[src/hdl/pvo_pkg.sv]
// shared types, constants and an arithmetic helper for the pair virial accumulator
`default_nettype none
package pvo_pkg;

    localparam int VIR_WORDS     = 9;
    localparam int DEF_MAX_ATOMS = 1024;
    localparam int IDX_W         = 11;
    localparam int COMP_W        = 32;
    localparam int ACC_W         = 64;

    typedef logic signed [COMP_W-1:0] comp_t;
    typedef logic signed [ACC_W-1:0]  acc_t;

    typedef enum logic [1:0] {
        OP_CLEAR = 2'd0,
        OP_ACCUM = 2'd1,
        OP_READ  = 2'd2
    } op_t;

    typedef struct packed {
        logic mul_en;
        logic glob_upd;
        logic glob_clr;
    } lane_ctrl_t;

    typedef struct packed {
        logic fire;
        logic is_read;
        logic atom_hit;
    } merge_ctrl_t;

    // a - b clamped to the signed accumulator range
    function automatic acc_t sat_sub(input acc_t a, input acc_t b);
        logic signed [ACC_W:0] diff;
        acc_t                  res;
        diff = {a[ACC_W-1], a} - {b[ACC_W-1], b};
        if (diff[ACC_W] != diff[ACC_W-1])
        begin
            res = diff[ACC_W] ? {1'b1, {(ACC_W-1){1'b0}}} : {1'b0, {(ACC_W-1){1'b1}}};
        end
        else
        begin
            res = diff[ACC_W-1:0];
        end
        return res;
    endfunction

endpackage
`default_nettype wire

[src/hdl/pvo_lane.sv]
// one tensor component: product, global word and per-atom update
`default_nettype none
module pvo_lane
    import pvo_pkg::*;
(
    input  wire logic       clk,
    input  wire logic       rst_n,
    input  wire lane_ctrl_t ctrl,
    input  wire comp_t      d,
    input  wire comp_t      r,
    input  wire acc_t       atom_rd,
    input  wire logic       atom_vld,
    output acc_t            glob_next,
    output acc_t            atom_cur,
    output acc_t            atom_new
);

    acc_t prod_reg;
    acc_t prod_next;
    acc_t glob_reg;

    assign prod_next = d * r;

    always_ff @(posedge clk)
    begin
        if (ctrl.mul_en)
        begin
            prod_reg <= prod_next;
        end
    end

    // an atom whose valid bit is clear starts from zero
    assign atom_cur = atom_vld ? atom_rd : '0;
    assign atom_new = sat_sub(atom_cur, prod_reg);

    always_comb
    begin
        if (ctrl.glob_clr)
        begin
            glob_next = '0;
        end
        else if (ctrl.glob_upd)
        begin
            glob_next = sat_sub(glob_reg, prod_reg);
        end
        else
        begin
            glob_next = glob_reg;
        end
    end

    always_ff @(posedge clk or negedge rst_n)
    begin
        if (!rst_n)
        begin
            glob_reg <= '0;
        end
        else
        begin
            glob_reg <= glob_next;
        end
    end

endmodule
`default_nettype wire

[config.mk]
export PLATFORM = sky130hd
export DESIGN_NAME = pvo_lane
export DESIGN_NICKNAME = d
export VERILOG_FILES = /design/src/hdl/pvo_pkg.sv /design/src/hdl/pvo_lane.sv
export SDC_FILE = /design/constraint.sdc
export NUM_CORES = 2
export LEC_CHECK = 0
export BUFFER_PORTS_ARGS = -buffer_cell sky130_fd_sc_hd__buf_2
export CAP_MARGIN = 5
export CORE_MARGIN = 8
export CORE_UTILIZATION = 45
export DETAILED_ROUTE_END_ITERATION = 6
export GPL_TIMING_DRIVEN = 0
export HOLD_SLACK_MARGIN = 0.03
export PLACE_DENSITY = 0.62
export RECOVER_POWER = 25
export SYNTH_ARGS = -nofsm -noshare
export SYNTH_HDL_FRONTEND = slang
export SYNTH_SLANG_ARGS = --single-unit
[constraint.sdc]
create_clock -name clk -period 9.3 [get_ports clk]
set_input_delay 0 -clock clk [delete_from_list [all_inputs] [get_ports clk]]
set_output_delay 0 -clock clk [all_outputs]
set_load 0.05 [all_outputs]
**Yosys cells after proc, flatten, opt, wreduce, memory -nomap -nowiden**

Cells that the tools add are included.
W data, S select, Z words.

- $add $sub $neg: 2
- Multipliers: 1
- Equality and inequality tests: 2
- Muxes and demuxes: 7

Operator list:

| operator | number |
|---|---|
| $mux W64 | 7 |
| $sub A64 B64 Y65 | 2 |
| $mul A32 B32 Y64 | 1 |
| $ne A1 B1 Y1 | 2 |

- Register bits after elaboration: 128
- Input bits: 134
- Word-level logic and storage cells: 14

**Longest topological paths before layout**

- Word-level depth: 5
- Gate-level depth with buffers: 29

**Worst setup path before layout**

Ideal clock, no wire load.

- Kind: input to register
- Start: input d[31]
- End: register prod_reg[60] (data pin)
- Setup time: 0.138 ns
- Arrival: 7.229 ns
- Data required time: 9.162 ns
- Setup slack: 1.933 ns
- Stages: 28
- Path buffers: 2
- Cells stage by stage: clkbuf_1 nand2_1 inv_1 fa_1 inv_1 fa_1 inv_1 fa_1 fa_1 inv_1 fa_1 inv_1 fa_1 inv_1 fa_1 inv_1 fa_1 ha_1 clkbuf_1 a21o_1 a21o_1 a21oi_1 o21a_1 o31ai_1 o21ai_1 a31oi_1 or4_1 nand4_1

- Cells in the longest elaborated chain, start to end: 1

RTL lines:

| element | RTL line | text |
|---|---|---|
| start: declaration | pvo_lane.sv:9 | `input wire comp_t d,` |
| $mul A32 B32 Y64 | pvo_lane.sv:22 | `assign prod_next = d * r;` |
| named net prod_next[60] | pvo_lane.sv:19 | `acc_t prod_next;` |
| end signal: assignment | pvo_lane.sv:28 | `prod_reg <= prod_next;` |
| end: declaration | pvo_lane.sv:18 | `acc_t prod_reg;` |

The timed path passes the listed nets, and every way through them passes these cells.
A chain may end at the register's enable or synchronous reset.

**Worst setup path after layout**

- Start: input d[19]
- End: register prod_reg[62] (data pin)

The elaborated chain is that of the path after synthesis.

==> reports/metrics.cfg <==
[route]
routed_wirelength_mm=190.4
drc=0
post_drt_wl_per_cell_um=26.27
viasPerCell=5.597
first_pass_iters=6
ant_nets=0
drtIter0Drc=3542
vias=40580

[run_status]
status=finished with violations
failed_checks=capacitance limit, slew limit

[global_route]
grt_max_degree=65
grt_overflow=0
antenna_found_initial=8
grt_pass1_wl_mm=280.3
grt_pass1_vias=42701
track_usage_pct=31.49

[layout]
area_growth_pct=8.186
fillerInstances=10616
fin_cells=7250
multi_input_area_mm2=0.04041
finalNetCount=7345
register_area_mm2=0.003523
fin_area_mm2=0.05313
drive_gt1_share_pct=7.310

[setup_path]
worst-path-max-fanout=10
cp.required_ps=9490
cpMaxStageDelayCell=clkbuf_1
arrival_ps=9290
critical_path_class=in2reg
cp-start-kind=input port
end_kind=flip-flop
crit_top_cell=fa_1
rr_worst_depth=13
max_stage_delay_ps=840

[placement]
post-place-ws_ps=-179.9
hpwlAfterDp_mm=159.6
port_buffers=324
place_area_mm2=0.05250
dp.cells=7207
gp_congestion=1.028

[logic_synthesis]
synth-edff-count=64
ys.flop_type=edfxtp_1
syn-num-nets=6999
syn_avg_cell_area_um2=8.979
async_reset_ff_share_pct=50.00
synth.top_cell.area_share_pct=44.19
ys_types=94
synth.area.top_cells=fa_1, inv_1, ha_1
yosysTopAreaCell=fa_1
ys.warnings.count=0
ys_ff_latch=128
syn_inst=5469
synthesis.area_mm2=0.04911
yosysSeqAreaShare_pct=7.175

[die]
core_area_mm2=0.1086
rows=121
start_util_pct=45.24
die_w_um=346.3
dieHeight_um=346.3
die_area_mm2=0.1200
ios=326

[timing]
worst_pin_slew_ps=3797
hold_slack_ps=117.7
fin_crit_sh_pct=97.82
max_freq_mhz=109.9
hold_viol_final=0
slew_violations=130
rsz0062_at_grt=false
setup_viol=0
finClkSkew_ps=21.56
slew_headroom_pct=-153.2
fin_ws_ps=203.1
fin_crit_ps=9097

[clocking]
clockRootBuffer=clkbuf_16
numCtsBuffers=17
cts_buffer_depth=2
insertion_delay_ps=450
post_cts_buffers=0
htreeDepth=4
numClockSinks=128
path_clk_slew_ps=70
cts_tree=done

[run]
maxCapViolCount=2

[min_path]
holdPathStages=3
min_path_type=in2reg

==> final timing paths <==
| kind | from | to | slack (ps) |
|---|---|---|---|
| worst max-delay path | d[19] | prod_reg[62] | 200 |
| max in group asynchronous | rst_n | glob_reg[11] | 5710 |
| min in group asynchronous | rst_n | glob_reg[48] | 1390 |
| worst min-delay path | d[1] | prod_reg[1] | 120 |
| worst min register to register | glob_reg[61] | glob_reg[61] | 580 |
| worst max register to register | prod_reg[30] | glob_reg[17] | 4380 |
==> cells by family (layout without fill, tap and decap cells) <==
kind of cell	Yosys count	in the layout	share of synthesized area, %
AO/OA/AOI/OAI	757	757	9.972
XOR/XNOR	191	191	3.422
adder cells (fa/ha/maj)	1400	1400	52.22
buffers and inverters	1360	1719	10.54
flip-flops	128	128	7.175
multiplexers	1	1	0.02038
other	0	8	0
AND/OR/NAND/NOR	1632	1632	16.65
==> metal layers <==
layer  wire (um)  track usage, %
met5          64               0
met1       74410           40.16
met2       84720           50.02
met4       11200           14.86
met3       20030           8.219
==> cell usage after synthesis, types with 64 or more instances <==
cell type,count
a21oi_1,244
a21o_1,111
nor2_1,173
edfxtp_1,64
fa_1,1084
clkbuf_1,273
o21ai_0,124
and2_1,584
nand2_1,637
xor2_1,74
dfrtp_1,64
inv_1,1054
xnor2_1,116
ha_1,312
==> area by class of cell <==
type	count	area share, %
Clock buffer	25	0.9138
Tap cell	1414	3.330
Antenna cell	8	0.03768
Multi-Input combinational cell	3981	76.06
Timing Repair Buffer	327	3.102
Clock inverter	7	0.1578
Inverter	1055	7.454
Buffer	305	2.310
Sequential cell	128	6.632
==> repair_timing <==
action / CTS / global route
gates resized for setup: 0 / 14
hold buffers: 3 / 0
endpoints found under the hold margin: 66 / 0
endpoints found under the setup margin: 0 / 2
==> worst max-delay path: cells and delay by family <==
family	cells	cell delay, ps
adders and majority gates	9	4390
and+or+nand+nor	4	1030
buffers and inverters	7	1560
AOI/OAI and AO/OA	7	2260
==> placed cells by master (no fill, tap or decap), types with 16 or more instances in the layout <==
cell,n
nand2b_1,27
o22ai_1,50
dfrtp_1,64
buf_2,342
a211oi_1,16
nor2b_1,21
nand4_1,42
nand2_1,637
edfxtp_1,64
inv_1,1054
nor3_1,26
a31oi_1,30
and2_1,584
o21a_1,19
a21oi_1,244
xnor2_1,116
xor2_1,74
o21bai_1,32
nand3_1,40
o21ai_0,124
clkbuf_16,17
fa_1,1083
nor2_1,173
and3_1,31
ha_1,312
a21o_1,111
clkbuf_1,276
==> per-stage QoR <==
step / util, % / TNS (ps)
3_3_place_gp: 48.36 / -73.20
5_1_grt: 48.93 / 0
3_5_place_dp: 48.37 / -188.7
4_1_cts: 48.92 / 0
6_report: 48.94 / 0
2_1_floorplan: - / 0
Power is not shown: default switching activity piles up to over one toggle a cycle in this logic, so the estimate is an artifact.
