<file path="config.mk">
export PLATFORM = sky130hd
export DESIGN_NAME = pvo_merge
export DESIGN_NICKNAME = d
export VERILOG_FILES = /design/src/hdl/pvo_pkg.sv /design/src/hdl/pvo_merge.sv
export SDC_FILE = /design/constraint.sdc
export NUM_CORES = 1
export LEC_CHECK = 0
export ABC_AREA = 1
export BUFFER_PORTS_ARGS = -buffer_cell sky130_fd_sc_hd__buf_2
export CAP_MARGIN = 20
export CELL_PAD_IN_SITES_DETAIL_PLACEMENT = 2
export CELL_PAD_IN_SITES_GLOBAL_PLACEMENT = 2
export CORE_AREA = 2 2 666 668
export DETAILED_ROUTE_END_ITERATION = 10
export DIE_AREA = 0 0 668 670
export GPL_ROUTABILITY_DRIVEN = 0
export PLACE_DENSITY_LB_ADDON = 0.1
export SLEW_MARGIN = 30
export SYNTH_ARGS = -nofsm -noshare
export SYNTH_HDL_FRONTEND = slang
export SYNTH_SLANG_ARGS = --single-unit
</file>
<file path="constraint.sdc">
create_clock -name clk -period 0.8 [get_ports clk]
set_input_delay 0.16 -clock clk [delete_from_list [all_inputs] [get_ports clk]]
set_output_delay 0.16 -clock clk [all_outputs]
set_load 0.02 [all_outputs]
</file>
<file path="src/hdl/pvo_pkg.sv">
// shared types, constants and an arithmetic helper for the pair virial accumulator
`default_nettype none
package pvo_pkg;

    localparam int VIR_WORDS     = 9;
    localparam int DEF_MAX_ATOMS = 1024;
    localparam int IDX_W         = 11;
    localparam int COMP_W        = 32;
    localparam int ACC_W         = 64;

    typedef logic signed [COMP_W-1:0] comp_t;
    typedef logic signed [ACC_W-1:0]  acc_t;

    typedef enum logic [1:0] {
        OP_CLEAR = 2'd0,
        OP_ACCUM = 2'd1,
        OP_READ  = 2'd2
    } op_t;

    typedef struct packed {
        logic mul_en;
        logic glob_upd;
        logic glob_clr;
    } lane_ctrl_t;

    typedef struct packed {
        logic fire;
        logic is_read;
        logic atom_hit;
    } merge_ctrl_t;

    // a - b clamped to the signed accumulator range
    function automatic acc_t sat_sub(input acc_t a, input acc_t b);
        logic signed [ACC_W:0] diff;
        acc_t                  res;
        diff = {a[ACC_W-1], a} - {b[ACC_W-1], b};
        if (diff[ACC_W] != diff[ACC_W-1])
        begin
            res = diff[ACC_W] ? {1'b1, {(ACC_W-1){1'b0}}} : {1'b0, {(ACC_W-1){1'b1}}};
        end
        else
        begin
            res = diff[ACC_W-1:0];
        end
        return res;
    endfunction

endpackage
`default_nettype wire

</file>
<file path="src/hdl/pvo_merge.sv">
// result stage: picks global or atom words from the lanes and registers them
`default_nettype none
module pvo_merge
    import pvo_pkg::*;
(
    input  wire logic        clk,
    input  wire logic        rst_n,
    input  wire merge_ctrl_t ctrl,
    input  wire acc_t        glob_next [VIR_WORDS],
    input  wire acc_t        atom_cur  [VIR_WORDS],
    output logic             done,
    output acc_t             vir       [VIR_WORDS]
);

    logic done_reg;
    acc_t vir_reg [VIR_WORDS];

    always_ff @(posedge clk or negedge rst_n)
    begin
        if (!rst_n)
        begin
            done_reg <= 1'b0;
        end
        else
        begin
            done_reg <= ctrl.fire;
        end
    end

    always_ff @(posedge clk)
    begin
        if (ctrl.fire)
        begin
            for (int k = 0; k < VIR_WORDS; k++)
            begin
                if (ctrl.is_read)
                begin
                    vir_reg[k] <= ctrl.atom_hit ? atom_cur[k] : '0;
                end
                else
                begin
                    vir_reg[k] <= glob_next[k];
                end
            end
        end
    end

    assign done = done_reg;
    assign vir  = vir_reg;

endmodule
`default_nettype wire

</file>
# Yosys cells after proc, flatten, opt, wreduce, memory -nomap -nowiden
# Cells that the tools add are included.
word_totals:
  inputBits: 1157
  register_bits: 577
  out_inout_bits: 577
  wordCells: 28
classes:
  mux: 18
ops:
  columns: ["cell", "count"]
  rows:
  - ["two-way mux 64 bit", 18]

# Longest topological paths before layout
# Gate-level depths: netlist (run 1).
depth:
  word_depth: 2
  depth_mapped: 6
  mapped_depth_nobuf: 3

# Worst setup path before layout (run 1)
# OpenSTA, ideal clock, no wires.
synth_path:
  kind: "input to register"
  start: "input port ctrl[0] (netlist name)"
  end: "register vir_reg, in the netlist vir[533] (data pin)"
  setup_ns: 0.253
  arrival_ns: 0.716
  path_slack_ns: -0.169
  t_required_ns: 0.547
  n_path_buf: 3
  path_stages: 5
  path_cell_list: "buf_4 > buf_2 > buf_2 > nand3_1 > nand2_1"
synth_between:
  elab_chain_cells: 2
synth_rtl:
  columns: ["item", "line_no", "text"]
  rows:
  - ["start, declared", "pvo_merge.sv:8", "input wire merge_ctrl_t ctrl,"]
  - ["two-way mux 64 bit", "pvo_merge.sv:38", "vir_reg[k] <= ctrl.atom_hit ? atom_cur[k] : '0;"]
  - ["two-way mux 64 bit", "pvo_merge.sv:36", "if (ctrl.is_read)"]
  - ["end signal, assigned by index", "pvo_merge.sv:38", null]
  - ["end signal, assigned by index", "pvo_merge.sv:42", "vir_reg[k] <= glob_next[k];"]
  - ["end, declared", "pvo_merge.sv:16", "acc_t vir_reg [VIR_WORDS];"]
# No other way between the ends.
# A chain may end at the register's enable or synchronous reset.

# Worst setup path in the final report (run 1)
layout_path:
  start: "register vir_reg, in the netlist vir[411]"
  end: "output port vir[411] (netlist name)"
layout_lines:
  columns: ["item", "line_no", "text"]
  rows:
  - ["end, declared", "pvo_merge.sv:12", "output acc_t vir [VIR_WORDS]"]
# No word-level cell between the ends.

==> results by group, run 1 <==
STA
  – TNS Setup: -441.35 ns
  – Period utilisation layout: 235.8%
  – Final Hold Fails: 0
  – Hold WS: 0.02383 ns
  – Tmin final: 1.886 ns
  – F_max: 530.1 MHz
  – RSZ-0062 raised after global routing: yes
  – Setup violators final: between 500 and 600
  – Worst-Margin Slew: 0.4850 ns
  – Slew Viols, Final: 0
  – Setup WS post-layout: -1.086 ns
  – Slew margin rel.: between 60% and 70%

Setup path
  – Max incr delay on CP: 0.56 ns
  – Kind of critical path: flip-flop to primary output
  – CP top delay family: flip-flops
  – CP Cell Sequence: buf_12, buf_8
  – Crit path DAT: roughly 1.7 ns
  – Critical Path Source Type: flip-flop
  – Crit path required time: 0.64 ns
  – Crit path max fanout: 1
  – Critical Path Sink Type: primary output
  – Slowest-stage cell, CP: edfxtp_1
  – Worst Path Buf+Inv: 2

Floorplan
  – DIE HEIGHT: 670 um
  – Starting Density: 5.884%
  – Die area: 0.4476 sq mm
  – Die X: 668 um
  – I/O Pins: approximately 1700
  – Total core area: 0.4402 sq mm
  – FP Rows: 244

Hold path
  – Hold wc startpoint: ctrl[1]
  – Hold Path Class: input port to flip-flop
  – Hold EP: vir[538]
  – Cell count of the worst hold path: 4

Synthesis
  – Sequential share of the synthesized area: ~67%
  – Most common cell in the synthesized netlist: nand2_1
  – Post-synthesis cell area: 0.02590 sq mm
  – Syn Inst Count: ~2500
  – Async SR Flop Fraction: 0.1733%
  – Mapped Nets: 3654
  – Synth top area cells: edfxtp_1 67%, nand2_1 17%, nand3_1 11%
  – Avg Inst Size Synth: 10.37 sq um
  – Top cell type's share of synthesized area: 66.78%
  – Synth Flop Type: edfxtp_1
  – Distinct cell type count of the synthesized netlist: 9
  – Yosys reg bits: 577
  – EDFF count, synth: 576
  – Yosys warns: 0
  – Most frequent cells after synthesis: 1152 x nand2_1, 576 x edfxtp_1, 576 x nand3_1
  – Cell taking the most area after synthesis: edfxtp_1

Detailed routing
  – WL final: 293300 um
  – Vias post-DR: 32260
  – Routed length per instance: 25.15 um
  – TritonRoute pass-1 iters: 5
  – DRT antenna net count: 0
  – Initial drt markers: 1194
  – Via/cell ratio: 2.766
  – DRC viols: 0

CTS
  – Clock Tree Buf Depth: 4
  – CTS H-Tree Depth: 3
  – CTS buffer count: between 100 and 150
  – CTS root buf: clkbuf_16
  – TritonCTS clock tree: built
  – Clock Sink Count: 577
  – Clk slew on worst S/H paths: 0.06 ns

GRT
  – Total GRT Usage: 12.65%
  – Vias in the first global route: 36880
  – Initial antenna violation count: 120
  – Global-route wire length before repair: roughly 380000 um
  – Largest net degree at the start of global routing: 67
  – Grt total ovfl: 0

Pwr
  – Int Power: 77.13 mW
  – Clock network power share: about two fifths
  – Combinational share of power: 26.3%
  – Leak: 27.35 nW
  – Switching power total: 35.91 mW
  – Power Dens Cells: between 1500 and 2000 mW/mm^2
  – Sequential power share: between 30% and 40%
  – Sw frac: 31.77%
  – Worst vdd ir: 1.524 mV

Finish
  – Final Util: between 10% and 20%
  – Final #Nets: 6790
  – Max FFs per register: about 580
  – Area grow syn2layout: 146.9%
  – Share of cells above drive strength 1: 38.22%
  – Fin cells: around 12000

Place
  – HPWL Detailed: 245700 um
  – Dpl cells: 10260
  – Number of port buffers: 1733

Run status
  – Failing checks: setup timing
  – Status: finished with violations

Run
  – MaxCap Viol Count: 0
==> through the flow <==
step                instance area [sq um]  power [mW]  setup WS, ns
CTS                                 63490       117.0        -1.233
global route                        63920       118.8        -1.192
floorplan                           26040       44.90       -0.1436
finish                              63940       113.0        -1.086
detailed placement                  45430       61.50       -0.9130
global placement                    45430       61.68       -0.9135
==> cell usage in the layout (no fill, tap or decap) <==
cell,instances
clkinv_2,9
dlygate4sd3_1,1167
buf_16,3
inv_6,2
clkbuf_1,21
bufinv_16,9
edfxtp_1,576
buf_8,42
buf_12,181
dlymetal6s4s_1,6
nand2_1,1151
nand3_2,1
buf_4,169
nand2_2,1
nand3_1,575
clkinv_16,1
clkinv_1,23
dlymetal6s2s_1,2
buf_2,1164
buf_6,489
diode_2,56
dfrtp_1,1
clkinvlp_4,3
clkbuf_16,104
clkinv_4,1
==> cell type report <==
cell class	instances	area (sq um)
Fill cell	51200	376300
Timing Repair Buffer	3224	28740
Sequential cell	577	17320
Tap cell	5904	7387
Multi-Input combinational cell	1728	7214
Clock buffer	124	2656
Clock inverter	47	450.4
Antenna cell	56	140.1
Inverter	1	30.03
==> worst max-delay path by stage <==
stage / startpoint / end / slack [ns] / cells past startpoint
floorplan: ctrl[1] / vir[544] / -0.14 / 6
global placement: ctrl[0] / vir[301] / -0.91 / 6
detailed placement: ctrl[0] / vir[493] / -0.91 / 6
CTS: vir[411] / vir[411] / -1.23 / 2
global route: vir[411] / vir[411] / -1.19 / 2
finish: vir[411] / vir[411] / -1.09 / 2
==> per-layer routing <==
| layer | wire length, um | vias to the layer above | GRT usage (%) |
|---|---|---|---|
| li1 | - | 14920 | - |
| met1 | 117000 | 15930 | 14.46 |
| met2 | 151600 | 1080 | 23.38 |
| met3 | 19630 | 310 | 3.614 |
| met4 | 4923 | 22 | 2.069 |
| met5 | 154 | - | 0 |
==> repair_timing <==
item | 4_1_cts | 5_1_grt
setup buffers | 0 | 6
hold buffers | 1181 | 5
gates resized for setup | 1042 | 89
endpoints found under the setup margin | 577 | 929
pin swaps | 0 | 0
endpoints found under the hold margin | 662 | 19
cloned | 0 | 1
==> cell families (layout without fill, tap and decap cells) <==
family	count (synthesis)	after routing	share of synthesized area, %
other	0	56	0
buffers and inverters	192	3396	5.304
and+or+nand+nor	1728	1728	27.82
DFF	577	577	66.87
==> power groups by stage <==
stage | sequential [mW] | combinational (mW) | clock (mW)
floorplan | 41.4 | 3.47 | 0
global placement | 39.2 | 22.5 | 0
detailed placement | 39.1 | 22.4 | 0
CTS | 39.2 | 30.8 | 47.0
global route | 39.4 | 31.9 | 47.5
finish | 39.0 | 29.7 | 44.3
Power figures use the tool's default switching activity.
==> inputs of run 2 (changes only) <==
--- a/config.mk
+++ b/config.mk
@@ -5,16 +5,15 @@
 export SDC_FILE = /design/constraint.sdc
 export NUM_CORES = 1
 export LEC_CHECK = 0
-export ABC_AREA = 1
 export BUFFER_PORTS_ARGS = -buffer_cell sky130_fd_sc_hd__buf_2
 export CAP_MARGIN = 20
 export CELL_PAD_IN_SITES_DETAIL_PLACEMENT = 2
 export CELL_PAD_IN_SITES_GLOBAL_PLACEMENT = 2
-export CORE_AREA = 2 2 666 668
+export CORE_AREA = 2 2 684 686
 export DETAILED_ROUTE_END_ITERATION = 10
-export DIE_AREA = 0 0 668 670
+export DIE_AREA = 0 0 686 688
 export GPL_ROUTABILITY_DRIVEN = 0
-export PLACE_DENSITY_LB_ADDON = 0.1
+export PLACE_DENSITY = 0.31
 export SLEW_MARGIN = 30
 export SYNTH_ARGS = -nofsm -noshare
 export SYNTH_HDL_FRONTEND = slang
==> run 2 against run 1 <==
Effect of this change: the flow finishes with violations (hold timing, setup timing); flip-flop and latch count unchanged; cell count is 8.7% lower; critical path depth down 1; synthesized cell count shrank 49%; maximum frequency shrank 1.2%; via count is 16% lower; largest power group unchanged.
==> results by group, run 2 <==
Floorplan
  – DIE HEIGHT: 688 um (+2.7%)
  – Total core area: 0.4651 sq mm (+5.7%)
  – FP Rows: 251 (+2.9%)
  – Starting Density: 5.039% (-0.85 points)
  – I/O Pins: 1734 (unchanged)
  – Die X: 686 um (+2.7%)
  – Die area: 0.4720 sq mm (+5.5%)

STA
  – Setup violators final: 950 (+61%)
  – Slew Viols, Final: 0 (unchanged)
  – Worst-Margin Slew: 0.6541 ns (+0.1690 ns)
  – Hold WS: -0.1448 ns (-0.1686 ns)
  – F_max: 523.6 MHz (-1.2%)
  – Period utilisation layout: 238.7% (+2.9 points)
  – Tmin final: 1.910 ns (+0.02356 ns)
  – Setup WS post-layout: -1.110 ns (-0.02356 ns)
  – RSZ-0062 raised after global routing: yes
  – Slew margin rel.: 56.49% (-11 points)
  – Final Hold Fails: 22 (+22)

Synthesis
  – EDFF count, synth: 576 (unchanged)
  – Yosys warns: 0 (unchanged)
  – Post-synthesis cell area: 0.02343 sq mm (-9.5%)
  – Most common cell in the synthesized netlist: edfxtp_1
  – Cell taking the most area after synthesis: edfxtp_1
  – Most frequent cells after synthesis: 576 x edfxtp_1, 575 x a22o_1, 46 x buf_6
  – Distinct cell type count of the synthesized netlist: 14 (+5)
  – Yosys reg bits: 577 (unchanged)
  – Top cell type's share of synthesized area: 73.81% (+7.0 points)
  – Syn Inst Count: 1284 (-49%)
  – Sequential share of the synthesized area: 73.91% (+7.0 points)
  – Mapped Nets: 2441 (-33%)
  – Async SR Flop Fraction: 0.1733% (unchanged)
  – Synth Flop Type: edfxtp_1
  – Avg Inst Size Synth: 18.25 sq um (+76%)
  – Synth top area cells: edfxtp_1 74%, a22o_1 21%, buf_6 2.2%

CTS
  – Clock Sink Count: 577 (unchanged)
  – TritonCTS clock tree: built
  – Clk slew on worst S/H paths: 0.06 ns (about the same)
  – CTS H-Tree Depth: 3 (unchanged)
  – CTS buffer count: 88 (-13%)
  – CTS root buf: clkbuf_16
  – Clock Tree Buf Depth: 4 (unchanged)

Setup path
  – Critical Path Sink Type: primary output
  – Crit path max fanout: 1 (unchanged)
  – Slowest-stage cell, CP: edfxtp_1
  – Critical path depth in cells: 1 (-1)
  – CP Cell Sequence: buf_12
  – Crit path required time: 0.64 ns (about the same)
  – Kind of critical path: flip-flop to primary output
  – Crit path DAT: 1.75 ns (+0.02 ns)
  – Critical Path Source Type: flip-flop
  – Max incr delay on CP: 0.75 ns (+0.19 ns)
  – CP top delay family: flip-flops
  – Worst Path Buf+Inv: 1 (-1)

Place
  – Number of port buffers: 1733 (unchanged)
  – HPWL Detailed: 268100 um (+9.1%)

GRT
  – Largest net degree at the start of global routing: 53 (-21%)
  – Global-route wire length before repair: 381100 um (+1.3%)
  – Initial antenna violation count: 72 (-40%)
  – Grt total ovfl: 0 (unchanged)
  – Vias in the first global route: 30750 (-17%)
  – Total GRT Usage: 12.71% (+0.063 points)

Finish
  – Fillers: 53240 (+4.0%)
  – Area grow syn2layout: 165.8%
  – Final #Nets: 5532 (-19%)
  – Share of cells above drive strength 1: 47.34% (+9.1 points)
  – Commonest non-fill, non-tap cell in the layout: dlygate4sd3_1
  – Commonest non-fill, non-tap cells in the layout: 1161 x dlygate4sd3_1, 1157 x buf_2, 576 x edfxtp_1, 569 x a22o_1, 354 x buf_6
  – Max FFs per register: 576 (unchanged)
  – Final Util: 13.39% (-1.1 points)

Run status
  – Failing checks: hold timing, setup timing
  – Status: finished with violations

Detailed routing
  – Initial drt markers: 1465 (+23%)
  – Via/cell ratio: 2.552 (-7.8%)
  – DRC viols: 0 (unchanged)
  – DRT antenna net count: 0 (unchanged)
  – WL final: 316100 um (+7.8%)
  – Vias post-DR: 27180 (-16%)
  – TritonRoute pass-1 iters: 7 (+2)
  – Routed length per instance: 29.68 um (+18%)

Hold path
  – Cell count of the worst hold path: 2 (-2)
  – Hold Path Class: input port to flip-flop

Pwr
  – Leak: 24.46 nW (-11%)
  – Worst vdd ir: 1.423 mV (-6.6%)
  – Power Dens Cells: 1806 mW/mm^2 (+2.2%)
  – Tot Pwr: 112.5 mW (-0.47%)

Run
  – MaxCap Viol Count: 0 (unchanged)
run 2: metrics by stage:
stage | area, sq um | setup WS [ns] | instances | TNS [ns]
2_1_floorplan | 23540 | -0.3369 | 1284 | -189.07
3_3_place_gp | 44660 | -0.9424 | 9295 | -656.73
3_5_place_dp | 44660 | -0.9259 | 9295 | -657.19
4_1_cts | 61460 | -1.212 | 10610 | -771.77
5_1_grt | 62250 | -1.142 | 10640 | -515.10
6_report | 62280 | -1.110 | 10650 | -481.40
run 2: cell type report:
type | instances | area [sq um] | area share, %
antenna | 20 | 50.05 | 0.08036
clock buffer | 104 | 2305 | 3.701
clock inverter | 45 | 513.0 | 0.8237
inverter | 2 | 23.77 | 0.03817
multi-input combinational | 578 | 5100 | 8.189
sequential | 577 | 17320 | 27.81
tap | 6198 | 7755 | 12.45
timing repair buffer | 3127 | 29200 | 46.89
timing repair inverter | 1 | 8.758 | 0.01406
run 2: what timing repair did:
item / in CTS / in global routing
endpoints found under the setup margin: 585 / 1156
pin swaps: 1 / 2
endpoints found under the hold margin: 732 / 29
gates resized for setup: 670 / 109
hold buffers: 1161 / 2
setup buffers: 8 / 8
cloned: 8 / 18
run 2: cells by family (layout without fill, tap and decap cells):
| logic type | after synthesis | count (layout) | synth area share (%) |
|---|---|---|---|
| AOI/OAI and AO/OA | 576 | 576 | 21.51 |
| other | 0 | 20 | 0 |
| DFF | 577 | 577 | 73.91 |
| and+or+nand+nor | 2 | 2 | 0.05872 |
| buffers and inverters | 129 | 3279 | 4.517 |
run 2: power by group:
part | leakage, nW | switching, mW | total [mW] | internal [mW]
sequential | 5.60 | 3.23 | 39.9 | 36.7
combinational | 17.5 | 16.5 | 32.2 | 15.7
clock | 1.38 | 16.7 | 40.3 | 23.7
total | 24.5 | 36.4 | 113 | 76.1
run 2: layer usage:
metal,global-route usage (%),wire [um],up-vias
li1,-,-,11780
met1,13.76,118000,13850
met2,21.28,149600,1259
met3,6.861,38210,273
met4,3.782,10260,20
met5,0,126,-
run 2: final timing paths:
path | from | endpoint | slack, ns
max | vir[65] | vir[65] | -1.11
min | ctrl[2] | vir[79] | -0.14
max in group asynchronous | rst_n | done | 0.34
min in group asynchronous | rst_n | done | 0.37
==> inputs of run 3 (changes only) <==
--- a/config.mk
+++ b/config.mk
@@ -14,7 +14,9 @@
 export DIE_AREA = 0 0 686 688
 export GPL_ROUTABILITY_DRIVEN = 0
 export PLACE_DENSITY = 0.31
+export RECOVER_POWER = 50
 export SLEW_MARGIN = 30
 export SYNTH_ARGS = -nofsm -noshare
 export SYNTH_HDL_FRONTEND = slang
 export SYNTH_SLANG_ARGS = --single-unit
+export TNS_END_PERCENT = 5
==> run 3 against run 2 <==
Effect of this change: the flow finishes with violations (setup timing); maximum frequency is 5.0% higher; wire length increased by 4.2%; combinational power decreased by 3%; worst setup slack improved by 0.091 ns; total power shrank 1.3%; die area is the same; non-clock buffer count fell by 89; sequential power hardly changed; largest cell class unchanged.
==> results by group, run 3 (same netlist as run 2, synthesis figures left out) <==
Run status
  – Status: finished with violations
  – Failing checks: setup timing

STA
  – RSZ-0062 raised after global routing: yes
  – TNS Setup: -672.17 ns (-190.76 ns)
  – F_max: 549.8 MHz (+5.0%)
  – Slew margin rel.: 58.91% (+2.4 points)
  – Period utilisation layout: 227.3% (-11 points)
  – Tmin final: 1.819 ns (-0.09123 ns)
  – Final Hold Fails: 0 (-100%)
  – Slew Viols, Final: 0 (unchanged)
  – Worst-Margin Slew: 0.6163 ns (-0.03775 ns)
  – Setup WS post-layout: -1.019 ns (+0.09123 ns)
  – Setup violators final: 1585 (+67%)

Finish
  – Fin cells: 10600 (-0.48%)
  – Final #Nets: 5445 (-1.6%)
  – Commonest non-fill, non-tap cells in the layout: 1248 x buf_2, 1156 x dlygate4sd3_1, 576 x edfxtp_1, 571 x a22o_1, 298 x buf_12
  – Share of cells above drive strength 1: 46.04% (-1.3 points)
  – Final Util: 12.95% (-0.44 points)
  – Max FFs per register: 576 (unchanged)
  – Area grow syn2layout: 157.0%
  – Commonest non-fill, non-tap cell in the layout: buf_2

Detailed routing
  – Routed length per instance: 31.08 um (+4.7%)
  – WL final: 329500 um (+4.2%)
  – Via/cell ratio: 2.600 (+1.9%)
  – DRC viols: 0 (unchanged)
  – Initial drt markers: 1544 (+5.4%)
  – DRT antenna net count: 0 (unchanged)
  – TritonRoute pass-1 iters: 5 (-2)
  – Vias post-DR: 27570 (+1.4%)

Setup path
  – Crit path DAT: 1.66 ns (-0.09 ns)
  – Crit path max fanout: 1 (unchanged)
  – Max incr delay on CP: 0.60 ns (-0.15 ns)
  – Critical Path Source Type: flip-flop
  – Crit path required time: 0.64 ns (about the same)
  – Critical Path Sink Type: primary output
  – CP top delay family: flip-flops
  – CP Cell Sequence: buf_12
  – Slowest-stage cell, CP: edfxtp_1
  – Kind of critical path: flip-flop to primary output
  – Worst Path Buf+Inv: 1 (unchanged)

GRT
  – Initial antenna violation count: 160 (+120%)
  – Largest net degree at the start of global routing: 55 (+3.8%)
  – Top Usage Layer GRT: met2
  – Global-route wire length before repair: 398300 um (+4.5%)
  – Grt met2 use: 22.28% (+1.0 points)
  – Vias in the first global route: 30860 (+0.35%)
  – Total GRT Usage: 13.43% (+0.72 points)
  – Global-route track usage on met3: 8.119% (+1.3 points)
  – Grt total ovfl: 0 (unchanged)
  – M1 GR Usage: 14.05% (+0.29 points)

CTS
  – Clk slew on worst S/H paths: 0.07 ns (about the same)
  – CTS buffer count: 91 (+3.4%)
  – Post-CTS Setup Repair Bufs: 0 (-8)
  – CTS root buf: clkbuf_16
  – CTS H-Tree Depth: 3 (unchanged)
  – TritonCTS clock tree: built
  – Clock Sink Count: 577 (unchanged)
  – Clock Tree Buf Depth: 4 (unchanged)

Place
  – Dpl cells: 9236 (-0.63%)
  – HPWL Detailed: 290500 um (+8.4%)
  – Pre-CTS WS: -1.070 ns (-0.1442 ns)
  – Number of port buffers: 1733 (unchanged)

Pwr
  – Power Dens Cells: 1844 mW/mm^2 (+2.1%)
  – Worst vdd ir: 1.425 mV (+0.17%)
  – Tot Pwr: 111.1 mW (-1.3%)
  – Leak: 23.50 nW (-3.9%)

Floorplan
  – DIE HEIGHT: 688 um (unchanged)
  – FP Rows: 251 (unchanged)
  – Die X: 686 um (unchanged)
  – I/O Pins: 1734 (unchanged)
  – Die area: 0.4720 sq mm (unchanged)
  – Total core area: 0.4651 sq mm (unchanged)
  – Starting Density: 5.039% (unchanged)

Hold path
  – Hold Path Class: input port to flip-flop

Run
  – MaxCap Viol Count: 0 (unchanged)
## run 3: changes by cell type in the layout (fill, tap and decap cells not counted), moves of 10 or more
cell and change:
buf_6 -128, buf_2 +91, diode_2 +30, buf_8 -23
buf_4 -19, clkbuf_16 -13, clkbuf_1 +11, buf_16 -10
## run 3: through the flow
stage	area [sq um]	hold slack [ns]
6_report	60230	0.07563
5_1_grt	60180	0.04464
4_1_cts	60060	0.004753
3_5_place_dp	44390	-0.05947
3_3_place_gp	44390	-0.05883
2_1_floorplan	23440	-0.1356
## run 3: final cells by class
type,count,area [sq um]
Antenna cell,50,125.1
Clock inverter,51,489.2
Clock buffer,107,2337
Tap cell,6198,7755
Timing Repair Buffer,3038,27130
Sequential cell,577,17320
Fill cell,53370,404900
Inverter,2,10.01
Multi-Input combinational cell,578,5059
## run 3: per-layer routing
layer | up-vias | wire length (um)
met1 | 13990 | 117900
met4 | 52 | 12480
met2 | 1447 | 154000
met5 | - | 340
li1 | 11630 | -
met3 | 452 | 44770
## run 3: report_power, final
part / switching (mW) / internal (mW) / leakage, nW
combinational: 16.6 / 14.5 / 16.5
sequential: 2.96 / 36.7 / 5.60
clock: 17.0 / 23.3 / 1.37
total: 36.6 / 74.5 / 23.5
## run 3: repair_timing
action / in CTS / in global routing
resized for setup: 406 / 51
hold endpoints to repair: 667 / 12
setup endpoints to repair: 586 / 1168
hold buffers: 1156 / 1
## run 3: tightest hold or removal path, cell delays in order
cell and delay, ns:
buf_2 0.10, inv_1 0.17, o21ai_0 0.22
## run 3: path summary, 6_finish.rpt
check	from	end	slack, ns	depth (start not counted)
setup / recovery	vir[281]	vir[281]	-1.02	1
hold / removal	glob_next[573]	vir[573]	0.08	3
max in group asynchronous	rst_n	done	0.42	3
min in group asynchronous	rst_n	done	0.28	3
